## src/hw/rtl/caf_pkg.sv

```systemverilog
// shared constants, types and saturating helpers for the counting filter
`default_nettype none

package caf_pkg;

    // alphabet and window sizing
    localparam int SYM_W         = 8;
    localparam int ALPHABET_SIZE = 256;
    localparam int HIST_AW       = $clog2(ALPHABET_SIZE);
    localparam int MAX_PATTERN   = 64;
    localparam int PTR_W         = $clog2(MAX_PATTERN);
    localparam int FILL_W        = $clog2(MAX_PATTERN + 1);

    // configuration port
    localparam int CFG_W     = 7;
    localparam int CFG_IDX_W = 1;
    localparam logic [CFG_IDX_W-1:0] REG_PATTERN_LENGTH = 1'b0;
    localparam logic [CFG_IDX_W-1:0] REG_MAX_DIFF       = 1'b1;
    localparam logic [CFG_W-1:0]     RESET_PATTERN_LENGTH = 7'd16;
    localparam logic [CFG_W-1:0]     RESET_MAX_DIFF       = 7'd1;

    // input kinds carried in tuser
    localparam logic CMD_PATTERN = 1'b0;
    localparam logic CMD_TEXT    = 1'b1;

    // counters and stream widths
    localparam int IDX_W       = 32;
    localparam int CNT_W       = 8;
    localparam int IN_USER_W   = 2;
    localparam int OUT_TDATA_W = 40;
    localparam int Q_DEPTH     = 4;
    localparam int Q_AW        = $clog2(Q_DEPTH);

    localparam logic signed [CNT_W-1:0] CNT_MAX = {1'b0, {(CNT_W-1){1'b1}}};
    localparam logic signed [CNT_W-1:0] CNT_MIN = {1'b1, {(CNT_W-1){1'b0}}};
    localparam logic signed [CNT_W-1:0] CNT_ONE = CNT_W'(1);
    localparam logic signed [CNT_W-1:0] MATCH_RESET =
        CNT_W'(RESET_MAX_DIFF) - CNT_W'(RESET_PATTERN_LENGTH);

    // histogram operation kinds
    typedef enum logic [1:0] {
        OP_ADD,
        OP_RETURN,
        OP_TAKE
    } hop_t;

    // one classified item between the front and the back
    typedef struct packed {
        logic              is_text;
        logic              clear;
        logic              has_old;
        logic              emit;
        logic [SYM_W-1:0]  sym;
        logic [SYM_W-1:0]  old_sym;
        logic [IDX_W-1:0]  pos;
    } caf_item_t;

    // one result
    typedef struct packed {
        logic             candidate;
        logic [IDX_W-1:0] window_end;
    } caf_res_t;

    function automatic logic signed [CNT_W-1:0] sat_inc(input logic signed [CNT_W-1:0] v);
        return (v == CNT_MAX) ? v : v + CNT_ONE;
    endfunction

    function automatic logic signed [CNT_W-1:0] sat_dec(input logic signed [CNT_W-1:0] v);
        return (v == CNT_MIN) ? v : v - CNT_ONE;
    endfunction

    function automatic logic is_pos(input logic signed [CNT_W-1:0] v);
        return !v[CNT_W-1] && (v != '0);
    endfunction

endpackage

`default_nettype wire

```

## src/hw/rtl/caf_ram.sv

```systemverilog
// generic simple dual-port ram, registered read, old data on read-during-write
`default_nettype none

module caf_ram #(
    parameter int WIDTH = 8,
    parameter int DEPTH = 64,
    localparam int AW = $clog2(DEPTH)
) (
    input  wire logic             aclk,
    input  wire logic             we,
    input  wire logic [AW-1:0]    waddr,
    input  wire logic [WIDTH-1:0] wdata,
    input  wire logic             re,
    input  wire logic [AW-1:0]    raddr,
    output      logic [WIDTH-1:0] rdata
);

    logic [WIDTH-1:0] mem [DEPTH];

    // write port and registered read port
    always_ff @(posedge aclk) begin
        if (we) begin
            mem[waddr] <= wdata;
        end
        if (re) begin
            rdata <= mem[raddr];
        end
    end

endmodule

`default_nettype wire

```

## src/hw/rtl/caf_front.sv

```systemverilog
// front end: accepts symbols, keeps the window delay line and classifies items
`default_nettype none

module caf_front import caf_pkg::*; (
    input  wire logic                 aclk,
    input  wire logic                 aresetn,
    input  wire logic                 s_tvalid,
    output      logic                 s_tready,
    input  wire logic [SYM_W-1:0]     s_tdata,
    input  wire logic [IN_USER_W-1:0] s_tuser,
    input  wire logic [CFG_W-1:0]     pattern_length,
    output      logic                 out_valid,
    input  wire logic                 out_ready,
    output      caf_item_t            out_item
);

    logic [PTR_W-1:0]  wr_ptr_reg, wr_ptr_next;
    logic [FILL_W-1:0] fill_reg, fill_next;
    logic [IDX_W-1:0]  text_idx_reg, text_idx_next;
    logic              f1_valid_reg, f1_valid_next;
    caf_item_t         f1_item_reg, f1_item_next;

    logic              accept;
    logic              cmd;
    logic              clr;
    logic [CFG_W-1:0]  len_eff;
    logic [PTR_W-1:0]  wp_cur;
    logic [FILL_W-1:0] fill_cur;
    logic [FILL_W-1:0] fill_inc;
    logic [IDX_W-1:0]  idx_cur;
    logic [PTR_W-1:0]  rd_addr;
    logic [SYM_W-1:0]  dl_rdata;

    assign cmd      = s_tuser[0];
    assign clr      = s_tuser[1];
    assign s_tready = !f1_valid_reg || out_ready;
    assign accept   = s_tvalid && s_tready;

    // window length clipped to the supported range
    always_comb begin
        if (pattern_length == '0) begin
            len_eff = CFG_W'(1);
        end else if (pattern_length > CFG_W'(MAX_PATTERN)) begin
            len_eff = CFG_W'(MAX_PATTERN);
        end else begin
            len_eff = pattern_length;
        end
    end

    // state as seen after an optional clear
    assign wp_cur   = clr ? '0 : wr_ptr_reg;
    assign fill_cur = clr ? '0 : fill_reg;
    assign idx_cur  = clr ? '0 : text_idx_reg;
    assign fill_inc = (fill_cur == FILL_W'(MAX_PATTERN)) ? fill_cur : fill_cur + FILL_W'(1);
    assign rd_addr  = wp_cur - len_eff[PTR_W-1:0];

    // next state of window bookkeeping and the classified item
    always_comb begin
        wr_ptr_next   = wr_ptr_reg;
        fill_next     = fill_reg;
        text_idx_next = text_idx_reg;
        f1_item_next  = f1_item_reg;
        f1_valid_next = f1_valid_reg && !out_ready;
        if (accept) begin
            f1_valid_next        = 1'b1;
            f1_item_next.is_text = (cmd == CMD_TEXT);
            f1_item_next.clear   = clr;
            f1_item_next.sym     = s_tdata;
            f1_item_next.old_sym = '0;
            f1_item_next.pos     = idx_cur;
            f1_item_next.has_old = 1'b0;
            f1_item_next.emit    = 1'b0;
            wr_ptr_next          = wp_cur;
            fill_next            = fill_cur;
            text_idx_next        = idx_cur;
            if (cmd == CMD_TEXT) begin
                f1_item_next.has_old = (FILL_W'(fill_cur) >= FILL_W'(len_eff));
                f1_item_next.emit    = (FILL_W'(fill_inc) >= FILL_W'(len_eff));
                wr_ptr_next          = wp_cur + PTR_W'(1);
                fill_next            = fill_inc;
                text_idx_next        = (idx_cur == '1) ? idx_cur : idx_cur + IDX_W'(1);
            end
        end
    end

    // window delay line
    caf_ram #(
        .WIDTH(SYM_W),
        .DEPTH(MAX_PATTERN)
    ) u_delay_line (
        .aclk  (aclk),
        .we    (accept && (cmd == CMD_TEXT)),
        .waddr (wp_cur),
        .wdata (s_tdata),
        .re    (accept),
        .raddr (rd_addr),
        .rdata (dl_rdata)
    );

    // leaving symbol joins the item as it goes to the queue
    always_comb begin
        out_item         = f1_item_reg;
        out_item.old_sym = dl_rdata;
    end
    assign out_valid = f1_valid_reg;

    // registers
    always_ff @(posedge aclk) begin
        if (!aresetn) begin
            wr_ptr_reg   <= '0;
            fill_reg     <= '0;
            text_idx_reg <= '0;
            f1_valid_reg <= 1'b0;
        end else begin
            wr_ptr_reg   <= wr_ptr_next;
            fill_reg     <= fill_next;
            text_idx_reg <= text_idx_next;
            f1_valid_reg <= f1_valid_next;
        end
        f1_item_reg <= f1_item_next;
    end

endmodule

`default_nettype wire

```

## src/hw/rtl/caf_queue.sv

```systemverilog
// short item queue between the front and the back
`default_nettype none

module caf_queue import caf_pkg::*; (
    input  wire logic      aclk,
    input  wire logic      aresetn,
    input  wire logic      push_valid,
    output      logic      push_ready,
    input  wire caf_item_t push_item,
    output      logic      pop_valid,
    input  wire logic      pop,
    output      caf_item_t pop_item
);

    caf_item_t        entry_reg [Q_DEPTH];
    logic [Q_AW-1:0]  wr_reg, wr_next;
    logic [Q_AW-1:0]  rd_reg, rd_next;
    logic [Q_AW:0]    cnt_reg, cnt_next;
    logic             do_push;
    logic             do_pop;

    assign push_ready = (cnt_reg != (Q_AW+1)'(Q_DEPTH));
    assign pop_valid  = (cnt_reg != '0);
    assign pop_item   = entry_reg[rd_reg];
    assign do_push    = push_valid && push_ready;
    assign do_pop     = pop && pop_valid;

    // pointer and occupancy update
    always_comb begin
        wr_next  = do_push ? wr_reg + Q_AW'(1) : wr_reg;
        rd_next  = do_pop ? rd_reg + Q_AW'(1) : rd_reg;
        cnt_next = cnt_reg;
        if (do_push && !do_pop) begin
            cnt_next = cnt_reg + (Q_AW+1)'(1);
        end else if (do_pop && !do_push) begin
            cnt_next = cnt_reg - (Q_AW+1)'(1);
        end
    end

    always_ff @(posedge aclk) begin
        if (!aresetn) begin
            wr_reg  <= '0;
            rd_reg  <= '0;
            cnt_reg <= '0;
        end else begin
            wr_reg  <= wr_next;
            rd_reg  <= rd_next;
            cnt_reg <= cnt_next;
        end
        if (do_push) begin
            entry_reg[wr_reg] <= push_item;
        end
    end

endmodule

`default_nettype wire

```

## src/hw/rtl/caf_back.sv

```systemverilog
// back end: histogram read-modify-write pipeline, match count and result buffer
`default_nettype none

module caf_back import caf_pkg::*; (
    input  wire logic                   aclk,
    input  wire logic                   aresetn,
    input  wire logic                   in_valid,
    input  wire caf_item_t              in_item,
    output      logic                   in_pop,
    input  wire logic [CFG_W-1:0]       pattern_length,
    input  wire logic [CFG_W-1:0]       max_diff,
    output      logic                   m_tvalid,
    input  wire logic                   m_tready,
    output      logic [OUT_TDATA_W-1:0] m_tdata
);

    // issue stage
    logic               ph_reg, ph_next;
    hop_t               iss_kind;
    logic [HIST_AW-1:0] iss_addr;
    logic               iss_last;
    logic               iss_emit;
    logic               room;
    logic               issue;

    // histogram stage
    logic               s1_valid_reg;
    hop_t               s1_kind_reg;
    logic [HIST_AW-1:0] s1_addr_reg;
    logic               s1_clear_reg;
    logic               s1_emit_reg;
    logic [IDX_W-1:0]   s1_pos_reg;

    logic               fwd_valid_reg;
    logic [HIST_AW-1:0] fwd_addr_reg;
    logic [CNT_W-1:0]   fwd_data_reg;

    logic [ALPHABET_SIZE-1:0] hvalid_reg, hvalid_next;
    logic signed [CNT_W-1:0]  match_reg, match_next;

    logic [CNT_W-1:0]         h_rdata;
    logic signed [CNT_W-1:0]  h_cur;
    logic signed [CNT_W-1:0]  h_new;
    logic signed [CNT_W-1:0]  base;
    logic signed [CNT_W-1:0]  thr;

    // result buffer
    caf_res_t    ob_reg [2];
    logic        ob_wr_reg, ob_rd_reg;
    logic [1:0]  ob_cnt_reg, ob_cnt_next;
    logic        ob_push;
    logic        ob_pop;

    // pick the next histogram operation of the head item
    always_comb begin
        if (in_item.is_text && in_item.has_old && !ph_reg) begin
            iss_kind = OP_RETURN;
            iss_addr = in_item.old_sym[HIST_AW-1:0];
            iss_last = 1'b0;
        end else begin
            iss_kind = in_item.is_text ? OP_TAKE : OP_ADD;
            iss_addr = in_item.sym[HIST_AW-1:0];
            iss_last = 1'b1;
        end
    end

    assign iss_emit = iss_last && in_item.is_text && in_item.emit;
    assign room     = ({1'b0, ob_cnt_reg} + {2'b00, s1_valid_reg && s1_emit_reg}) < 3'd2;
    assign issue    = in_valid && (!iss_emit || room);
    assign in_pop   = issue && iss_last;
    assign ph_next  = issue ? !iss_last : ph_reg;

    // histogram memory
    caf_ram #(
        .WIDTH(CNT_W),
        .DEPTH(ALPHABET_SIZE)
    ) u_histogram (
        .aclk  (aclk),
        .we    (s1_valid_reg),
        .waddr (s1_addr_reg),
        .wdata (h_new),
        .re    (issue),
        .raddr (iss_addr),
        .rdata (h_rdata)
    );

    assign thr = CNT_W'(max_diff) - CNT_W'(pattern_length);

    // current entry value: cleared, forwarded from last write, stored or never written
    always_comb begin
        if (s1_clear_reg) begin
            h_cur = '0;
        end else if (fwd_valid_reg && (fwd_addr_reg == s1_addr_reg)) begin
            h_cur = fwd_data_reg;
        end else if (hvalid_reg[s1_addr_reg]) begin
            h_cur = h_rdata;
        end else begin
            h_cur = '0;
        end
        base = s1_clear_reg ? thr : match_reg;
    end

    // credit update and match count
    always_comb begin
        case (s1_kind_reg)
            OP_RETURN: begin
                h_new      = sat_inc(h_cur);
                match_next = is_pos(h_new) ? sat_dec(base) : base;
            end
            OP_TAKE: begin
                h_new      = sat_dec(h_cur);
                match_next = is_pos(h_cur) ? sat_inc(base) : base;
            end
            default: begin
                h_new      = sat_inc(h_cur);
                match_next = base;
            end
        endcase
    end

    // written-entry flags, all dropped on a clear
    always_comb begin
        hvalid_next = hvalid_reg;
        if (s1_valid_reg) begin
            if (s1_clear_reg) begin
                hvalid_next = '0;
            end
            hvalid_next[s1_addr_reg] = 1'b1;
        end
    end

    // result buffer control
    assign ob_push  = s1_valid_reg && s1_emit_reg;
    assign ob_pop   = m_tvalid && m_tready;
    assign m_tvalid = (ob_cnt_reg != 2'd0);
    assign m_tdata  = {{(OUT_TDATA_W-IDX_W-1){1'b0}},
                       ob_reg[ob_rd_reg].window_end, ob_reg[ob_rd_reg].candidate};

    always_comb begin
        ob_cnt_next = ob_cnt_reg;
        if (ob_push && !ob_pop) begin
            ob_cnt_next = ob_cnt_reg + 2'd1;
        end else if (ob_pop && !ob_push) begin
            ob_cnt_next = ob_cnt_reg - 2'd1;
        end
    end

    // registers
    always_ff @(posedge aclk) begin
        if (!aresetn) begin
            ph_reg        <= 1'b0;
            s1_valid_reg  <= 1'b0;
            fwd_valid_reg <= 1'b0;
            hvalid_reg    <= '0;
            match_reg     <= MATCH_RESET;
            ob_wr_reg     <= 1'b0;
            ob_rd_reg     <= 1'b0;
            ob_cnt_reg    <= 2'd0;
        end else begin
            ph_reg        <= ph_next;
            s1_valid_reg  <= issue;
            fwd_valid_reg <= s1_valid_reg;
            hvalid_reg    <= hvalid_next;
            if (s1_valid_reg) begin
                match_reg <= match_next;
            end
            if (ob_push) begin
                ob_wr_reg <= !ob_wr_reg;
            end
            if (ob_pop) begin
                ob_rd_reg <= !ob_rd_reg;
            end
            ob_cnt_reg <= ob_cnt_next;
        end
        if (issue) begin
            s1_kind_reg  <= iss_kind;
            s1_addr_reg  <= iss_addr;
            s1_clear_reg <= in_item.clear && iss_last;
            s1_emit_reg  <= iss_emit;
            s1_pos_reg   <= in_item.pos;
        end
        fwd_addr_reg <= s1_addr_reg;
        fwd_data_reg <= h_new;
        if (ob_push) begin
            ob_reg[ob_wr_reg].candidate  <= !match_next[CNT_W-1];
            ob_reg[ob_wr_reg].window_end <= s1_pos_reg;
        end
    end

endmodule

`default_nettype wire

```

## src/hw/rtl/counting_filter_approx_match.sv

```systemverilog
// Counting filter for approximate matching: top level with configuration registers.
// Throughput: one pattern symbol per cycle unless text ahead stalls; a text symbol with a full
// window issues a return and then a take on the single read port of the histogram memory.
// Path to a result: front item register, item queue, histogram stage, result buffer.
// Reset (aresetn low, synchronous): pattern_length 16, max_diff 1, histogram and
// window empty, match count -15, text index 0; no result pending after reset.
`default_nettype none

module counting_filter_approx_match import caf_pkg::*; (
    input  wire logic                   aclk,
    input  wire logic                   aresetn,
    // input stream
    input  wire logic                   s_tvalid,
    output      logic                   s_tready,
    input  wire logic [SYM_W-1:0]       s_tdata,   // [7:0] symbol
    input  wire logic [IN_USER_W-1:0]   s_tuser,   // [0] command, [1] new_pattern
    // result stream
    output      logic                   m_tvalid,
    input  wire logic                   m_tready,
    output      logic [OUT_TDATA_W-1:0] m_tdata,   // [0] candidate, [32:1] window_end, zeros
    // configuration writes
    input  wire logic                   cfg_valid,
    output      logic                   cfg_ready,
    input  wire logic [CFG_IDX_W-1:0]   cfg_index,
    input  wire logic [CFG_W-1:0]       cfg_data
);

    logic [CFG_W-1:0] pattern_length_reg;
    logic [CFG_W-1:0] max_diff_reg;

    logic      q_push_valid;
    logic      q_push_ready;
    caf_item_t q_push_item;
    logic      q_pop_valid;
    logic      q_pop;
    caf_item_t q_pop_item;

    // configuration registers
    assign cfg_ready = 1'b1;

    always_ff @(posedge aclk) begin
        if (!aresetn) begin
            pattern_length_reg <= RESET_PATTERN_LENGTH;
            max_diff_reg       <= RESET_MAX_DIFF;
        end else if (cfg_valid && cfg_ready) begin
            case (cfg_index)
                REG_PATTERN_LENGTH: pattern_length_reg <= cfg_data;
                REG_MAX_DIFF:       max_diff_reg       <= cfg_data;
                default: begin
                end
            endcase
        end
    end

    // front end
    caf_front u_front (
        .aclk           (aclk),
        .aresetn        (aresetn),
        .s_tvalid       (s_tvalid),
        .s_tready       (s_tready),
        .s_tdata        (s_tdata),
        .s_tuser        (s_tuser),
        .pattern_length (pattern_length_reg),
        .out_valid      (q_push_valid),
        .out_ready      (q_push_ready),
        .out_item       (q_push_item)
    );

    // decoupling queue
    caf_queue u_queue (
        .aclk       (aclk),
        .aresetn    (aresetn),
        .push_valid (q_push_valid),
        .push_ready (q_push_ready),
        .push_item  (q_push_item),
        .pop_valid  (q_pop_valid),
        .pop        (q_pop),
        .pop_item   (q_pop_item)
    );

    // back end
    caf_back u_back (
        .aclk           (aclk),
        .aresetn        (aresetn),
        .in_valid       (q_pop_valid),
        .in_item        (q_pop_item),
        .in_pop         (q_pop),
        .pattern_length (pattern_length_reg),
        .max_diff       (max_diff_reg),
        .m_tvalid       (m_tvalid),
        .m_tready       (m_tready),
        .m_tdata        (m_tdata)
    );

endmodule

`default_nettype wire

```

## config.mk

```make
export PLATFORM = sky130hd
export DESIGN_NAME = counting_filter_approx_match
export DESIGN_NICKNAME = d
export VERILOG_FILES = /design/src/hw/rtl/caf_pkg.sv /design/src/hw/rtl/caf_ram.sv /design/src/hw/rtl/caf_front.sv /design/src/hw/rtl/caf_queue.sv /design/src/hw/rtl/caf_back.sv /design/src/hw/rtl/counting_filter_approx_match.sv
export SDC_FILE = /design/constraint.sdc
export NUM_CORES = 2
export LEC_CHECK = 0
export BUFFER_PORTS_ARGS = -buffer_cell sky130_fd_sc_hd__buf_4
export CAP_MARGIN = 30
export CORE_MARGIN = 2
export CORE_UTILIZATION = 35
export DETAILED_ROUTE_END_ITERATION = 10
export PLACE_DENSITY = 0.55
export SLEW_MARGIN = 30
export SYNTH_ARGS = -nofsm -noshare
export SYNTH_HDL_FRONTEND = slang
export SYNTH_SLANG_ARGS = --single-unit
```

## constraint.sdc

```tcl
create_clock -name aclk -period 31.3 [get_ports aclk]
set_input_delay 4.695 -clock aclk [delete_from_list [all_inputs] [get_ports aclk]]
set_output_delay 4.695 -clock aclk [all_outputs]
set_load 0.05 [all_outputs]
```

# Yosys cells after proc, flatten, opt, wreduce, memory -nomap -nowiden
# Memory sizes are Yosys's and may differ from the RTL's. A register that Yosys moved wholly into a read port is not among the register bits.
# Index checks and enable logic that the tools add are counted.
[totals] reg_bits=442 mem_bits_rw=2834 in_bits=23 out_inout_bits=43 memories=4
[op_classes] addsub=16 order_cmp=6 eq_ne=10 n_mux=48 n_bitwise=2 n_reduce_logical=46
[memory_table] name="u_back.u_histogram.mem" depth=256 word_bits=8 rd=1 rd_clocked_by_memory_dff=1 wr=1 line_no="caf_ram.sv:18" rtl="logic [WIDTH-1:0] mem [DEPTH];"
[memory_table] name="u_front.u_delay_line.mem" depth=64 word_bits=8 rd=1 rd_clocked_by_memory_dff=1 wr=1 line_no="caf_ram.sv:18"
[memory_table] name="u_queue.entry_reg" depth=4 word_bits=52 rd=1 rd_clocked_by_memory_dff=1 wr=1 line_no="caf_queue.sv:15" rtl="caf_item_t entry_reg [Q_DEPTH];"
[memory_table] name="u_back.ob_reg" depth=2 word_bits=33 rd=1 rd_clocked_by_memory_dff=1 wr=1 line_no="caf_back.sv:48" rtl="caf_res_t ob_reg [2];"
[ops] operator="256-bit two-way mux" n=2
[ops] operator="256-bit OR" n=1
[ops] operator="32-bit two-way mux" n=3
[ops] operator="8-bit two-way mux" n=12
[ops] operator="7-bit two-way mux" n=5
[ops] operator="32-bit by 1-bit adder with 32-bit output, second input constant" n=1
[ops] operator="32-bit == test, second input constant" n=1
[ops] operator="8-bit == test, second input constant" n=4
[ops] operator="1-bit logical AND" n=22
[ops] operator="8-bit by 2-bit adder with 8-bit output, second input constant" n=2
[ops] operator="8-bit case mux with 2 select lines" n=1
[ops] operator="8-bit nonzero test" n=2
[ops] operator="8-bit by 2-bit subtractor with 8-bit output, second input constant" n=2
[ops] operator="7-bit >= comparator" n=2
[ops] operator="1-bit two-way mux" n=14
[ops] operator="1-bit logical NOT" n=13
[ops] operator="6-bit two-way mux" n=2
[ops] operator="2-bit two-way mux" n=5
[ops] operator="8-bit by 9-bit less-than comparator with 1-bit output, second input constant" n=1
[ops] operator="1-bit binary-select mux with 8-bit select" n=1
[ops] operator="1-bit demux with 8-bit select" n=1
[ops] operator="8-bit == test" n=1
[ops] operator="8-bit by 1-bit >= comparator with 1-bit output, second input constant" n=1
[ops] operator="7-bit by 7-bit subtractor with 8-bit output" n=1
[ops] operator="other kinds (21)" n=28

# Depth between registers and ports, before layout
[depth] ltp_word=13 mapped_depth=27 ltp_nobuf=20

# Modules after synthesis
# A second synthesis with hierarchy kept.
[hier_totals] cells_unflattened=7296 area_unflattened_um2=131708.8
[by_module_without_submodules] module="caf_ram (u_back.u_histogram)" n_inst=1 cells_each=3733 area_per_inst_um2=79636.4 seq_area_each_um2=61739.2
[by_module_without_submodules] module="caf_ram (u_front.u_delay_line)" n_inst=1 cells_each=940 area_per_inst_um2=20246.9 seq_area_each_um2=15615.0
[by_module_without_submodules] module="caf_back" n_inst=1 cells_each=1728 area_per_inst_um2=18280.0 seq_area_each_um2=9068.7
[by_module_without_submodules] module="caf_queue" n_inst=1 cells_each=320 area_per_inst_um2=8060.2 seq_area_each_um2=6426.2
[by_module_without_submodules] module="caf_front" n_inst=1 cells_each=516 area_per_inst_um2=4932.2 seq_area_each_um2=2242.2
[by_module_without_submodules] module="counting_filter_approx_match" n_inst=1 cells_each=59 area_per_inst_um2=553.0 seq_area_each_um2=280.3

# Worst setup path after synthesis
# OpenSTA, ideal clock, no wires.
[synth_path] path_type="register to register" from="register u_back.s1_addr_reg[3]" to="memory u_back.u_histogram.mem[0][1], data pin" arrival_time_ns=13.783 path_slack_ns=15.323 stages_incl_launch_ff=22 path_buffers=4 cell_sequence="edfxtp_1 clkbuf_1 clkbuf_1 mux4_2 mux4_2 o22ai_1 nor3_1 nor2_1 nand3_1 a22o_4 buf_6 a21boi_0 inv_1 nand2_1 inv_1 ha_1 nor3b_1 a32o_1 nor4bb_1 buf_6 mux2i_1 o21ai_0"
[synth_between] elab_chain_len=8
[synth_lines] item="start, declared" line_no="caf_back.sv:29" rtl="logic [HIST_AW-1:0] s1_addr_reg;"
[synth_lines] item="start signal, assigned" line_no="caf_back.sv:177" rtl="s1_addr_reg <= iss_addr;"
[synth_lines] item="1-bit binary-select mux with 8-bit select" line_no="caf_back.sv:95" rtl="end else if (hvalid_reg[s1_addr_reg]) begin"
[synth_lines] item="1-bit two-way mux (implied by the code)" line_no="caf_back.sv:95"
[synth_lines] item="8-bit two-way mux" line_no="caf_back.sv:95"
[synth_lines] item="8-bit two-way mux (*)" line_no="caf_back.sv:93" rtl="end else if (fwd_valid_reg && (fwd_addr_reg == s1_addr_reg)) begin"
[synth_lines] item="8-bit two-way mux (*)" line_no="caf_back.sv:91" rtl="if (s1_clear_reg) begin"
[synth_lines] item="8-bit by 2-bit adder with 8-bit output, or another cell as far along" line_no="caf_pkg.sv:65" rtl="return (v == CNT_MAX) ? v : v + CNT_ONE;"
[synth_lines] item="8-bit two-way mux, on equally long branches" line_no="caf_pkg.sv:65, caf_pkg.sv:69"
[synth_lines] item="8-bit two-way mux (*)"
[synth_lines] item="via u_back.h_new[1]" line_no="caf_back.sv:43" rtl="logic signed [CNT_W-1:0] h_new;"
[synth_lines] item="end, declared" line_no="caf_ram.sv:18"
# The timed path passes the listed nets; every way through them passes the cells marked *. The select of a mux whose other input is x is not followed.

# Worst setup path after layout
[layout_path] from="register u_back.s1_addr_reg[1]" to="memory u_back.u_histogram.mem[116][7], data pin"
# The elaborated chain is that of the path after synthesis.

==> results.md <==
* Most frequent cells in the layout: edfxtp_1, nand2_1, nand3_1, clkbuf_16, dfxtp_1
* Routed len/inst at 24.11 um
* Synth Instances at 9,815
* Post-DP HPWL at 209.6 mm
* Most used flip-flop cell after synthesis: edfxtp_1
* CP bufs+invs at 5
* Post-synthesis cell type count at just under 90
* PD cells at 104.8 nW/um2
* Reg area at 95,380 um2
* Async SR Flop Fraction at 0
* Startpoint types: flip-flop
* Global-route wire length before repair at ~530 mm
* Net Sw Power at 6.074 mW
* Critical path's slowest cell: edfxtp_1
* Sequential Power Share at 0.385
* Combinational share of power at 0.353
* Outcome: completed
* Syn avg cell area at 13.49 um2
* Cell Chain, Critical Path: buf_4, buf_4, mux4_2, mux4_2, o22ai_1, nor3_1, nor2_1, nand3_1, a22o_4, a21boi_1, nor2_1, ha_1, nor3b_1, a32oi_1, nand3_1, mux2i_1, inv_1, o21ai_4, buf_12, buf_4
* Met3 WL at 25.92 mm
* RR Startpoint: u_back.s1_addr_reg[1]
* Chip height at 619.0 um
* Setup TNS at 0 ns
* Gr usage total at 0.1840
* Final-report max-slew violation count at 0
* Post-DR vias/cell at 5.378
* IO Pins at 66
* RSZ-0062 raised after global routing: no
* Share of cells above drive strength 1 at 0.1212
* Setup bufs post-CTS at 0
* Gr ovfl total at 0
* Reg2Reg Depth at 20
* Nets at slightly below 10k
* Routed Antenna Nets at 0
* Place WS at approximately 21 ns
* Fill count at 34.63k
* DR pass1 iterations at 6
* Root Driver: clkbuf_16
* Crit path DAT at 10.00 ns
* Crit path max fanout at ~150
* Clock slew at reported path FFs at 0.06 ns
* Total CTS buffers at 353
* Latest clock arrival within the worst-skew pair at 0.95 ns
* Placed cell area at 138,400 um2
* P_int at 9.661 mW
* # DRC at 0
* Worst setup startpoint: u_back.s1_addr_reg[1]
* Minimum clock period at 9.411 ns
* Finished Core Util at 0.3994
* H-tree levels at 5
* Number of flip-flops in the largest register at 2,048
* Synth warnings at 0
* Sw Share at 0.3860
* CTS max path bufs at 4
* Final Hold Vio Count at 0
* Final WS setup at about 22 ns
* Post-synth EDFFs at 2,938
* Peak supply drop at 0.0002366 V
* Final instance area at 150,200 um2
* Area Growth Syn to Fin at 13.49%
* Most used cell, CP: buf_4
* Largest net degree at the start of global routing at 205
* Clock sink count at 3,295
* Hold-fix buffers, CTS at 0
* Critical Path RT at 31.89 ns
* Wl on met1 at roughly 150 mm
* Area of the multi-input gates at 34,860 um2
* Final period util at 0.3007
* Family with the most delay on the worst path: buffers and inverters
* # Max-Cap Violations at 0
* Total Power at 15.73 mW
* Met2 wire length at approximately 170 mm
* Vias in the first global route at 78.65k
* Port buffer count at 57
* Commonest non-fill, non-tap cell in the layout: edfxtp_1
* Final Skew at slightly below 0.1 ns
* CP Depth at 20
* Final WL at 362.3 mm
* Cell Rows at ~230
* Reg2reg setup slack at about 22 ns
* Final Setup Violations at 0
* Crit end category: flip-flop
* Routed via count at just over 80k
* Worst setup path category: reg -> reg
* Starting Density at 0.3519
* Sequential-to-total area share from yosys stat at 0.7205
* Placer Congestion at 0.8761
* Min-delay worst type: reg -> reg
* P_leak at 49.49 nW
* Max Used Layer: met5
* CTS tree: built
* Mapped cell area at 132,400 um2
* PostCTS Resize Cnt at 0
* Clk pwr share at 0.262
* Reg2reg end: u_back.u_histogram.mem[116][7]
* Max Fclk at 106.3 MHz
* CP endpoint: u_back.u_histogram.mem[116][7]
* Synth Register Bits at 3,295
* Relative slew slack at 0.2651
* Die ar. at 383,100 um2
* CORE AREA at around 380,000 um2
* Die Width at 619.0 um
* Antenna violations before repair at 5
* Worst Max-Slew Pin Slew at 1.102 ns
* Slowest stage delay, CP at 0.79 ns
* DRT iter0 DRCs at 8,246
cells in the mapped netlist (19+ instances only):
cell type | number | area, um2
a211oi_1 | 19 | 142.6
a21oi_1 | 332 | 1662
a22oi_1 | 53 | 397.9
a311oi_1 | 289 | 2531
a31oi_1 | 108 | 675.7
and2_1 | 59 | 369.1
and3_1 | 138 | 863.3
buf_1 | 89 | 334.1
buf_2 | 31 | 155.2
clkbuf_1 | 531 | 1993
dfxtp_1 | 357 | 7147
edfxtp_1 | 2938 | 88220
ha_1 | 43 | 538.0
inv_1 | 51 | 191.4
mux2_2 | 43 | 484.2
mux2i_1 | 114 | 1141
mux4_2 | 240 | 5405
nand2_1 | 2189 | 8217
nand2b_1 | 19 | 118.9
nand3_1 | 1090 | 5455
nor2_1 | 387 | 1453
nor2b_1 | 338 | 2115
nor3_1 | 20 | 100.1
o21ai_0 | 36 | 180.2
o22ai_1 | 36 | 225.2
xnor2_1 | 36 | 315.3
xor2_1 | 29 | 254.0
per-stage QoR:
step / hold WS, ns / std cells
final: 0.4390 / 15030
after global routing: 0.4498 / 15020
after CTS: 0.4402 / 15010
after detailed placement: 0.4319 / 14360
after global placement: 0.4278 / 14350
after floorplan: 0.3462 / 9821
power groups by stage:
| stage | sequential [mW] | clock [mW] | combinational (mW) |
|---|---|---|---|
| after detailed placement | 6.15 | 0 | 5.52 |
| after global routing | 6.07 | 4.37 | 5.96 |
| final | 6.06 | 4.13 | 5.55 |
| after global placement | 6.15 | 0 | 5.39 |
| after floorplan | 6.60 | 0 | 3.20 |
| after CTS | 6.06 | 4.20 | 5.54 |
cell type report:
| cell class | instances | share of cell area |
|---|---|---|
| Tap cell | 4994 | 0.04160 |
| Inverter | 54 | 0.001466 |
| Clock inverter | 169 | 0.01170 |
| Antenna cell | 4 | 0.00006664 |
| Sequential cell | 3295 | 0.6349 |
| Timing Repair Buffer | 221 | 0.01345 |
| Clock buffer | 486 | 0.06470 |
| Multi-Input combinational cell | 5804 | 0.2321 |
worst min-delay path by stage:
stage                                from                      to  slack (ns)  cells after the start
floorplan           u_back.s1_addr_reg[0]  u_back.fwd_addr_reg[0]        0.35                      0
global placement    u_back.s1_pos_reg[11]    u_back.ob_reg[0][11]        0.43                      0
detailed placement  u_back.s1_pos_reg[27]    u_back.ob_reg[0][27]        0.43                      0
CTS                 u_back.s1_pos_reg[30]    u_back.ob_reg[0][30]        0.44                      0
global route        u_back.s1_pos_reg[30]    u_back.ob_reg[0][30]        0.45                      0
finish              u_back.s1_pos_reg[30]    u_back.ob_reg[0][30]        0.44                      0
cell families after synthesis:
family | synth area share
AO/OA/AOI/OAI | 0.05049
XOR/XNOR | 0.004301
adder cells (fa/ha/maj) | 0.004519
buffers and inverters | 0.02139
flip-flops | 0.7205
multiplexers | 0.05339
other | 0.00005674
AND/OR/NAND/NOR | 0.1453
per-layer routing:
layer  global-route usage  vias to the layer above
li1                     -                    36180
met1               0.2540                    41110
met2               0.2965                     2914
met3              0.02947                      602
met4              0.06044                        2
met5                    0                        -
No activity file was read; power rests on OpenSTA's default activity.
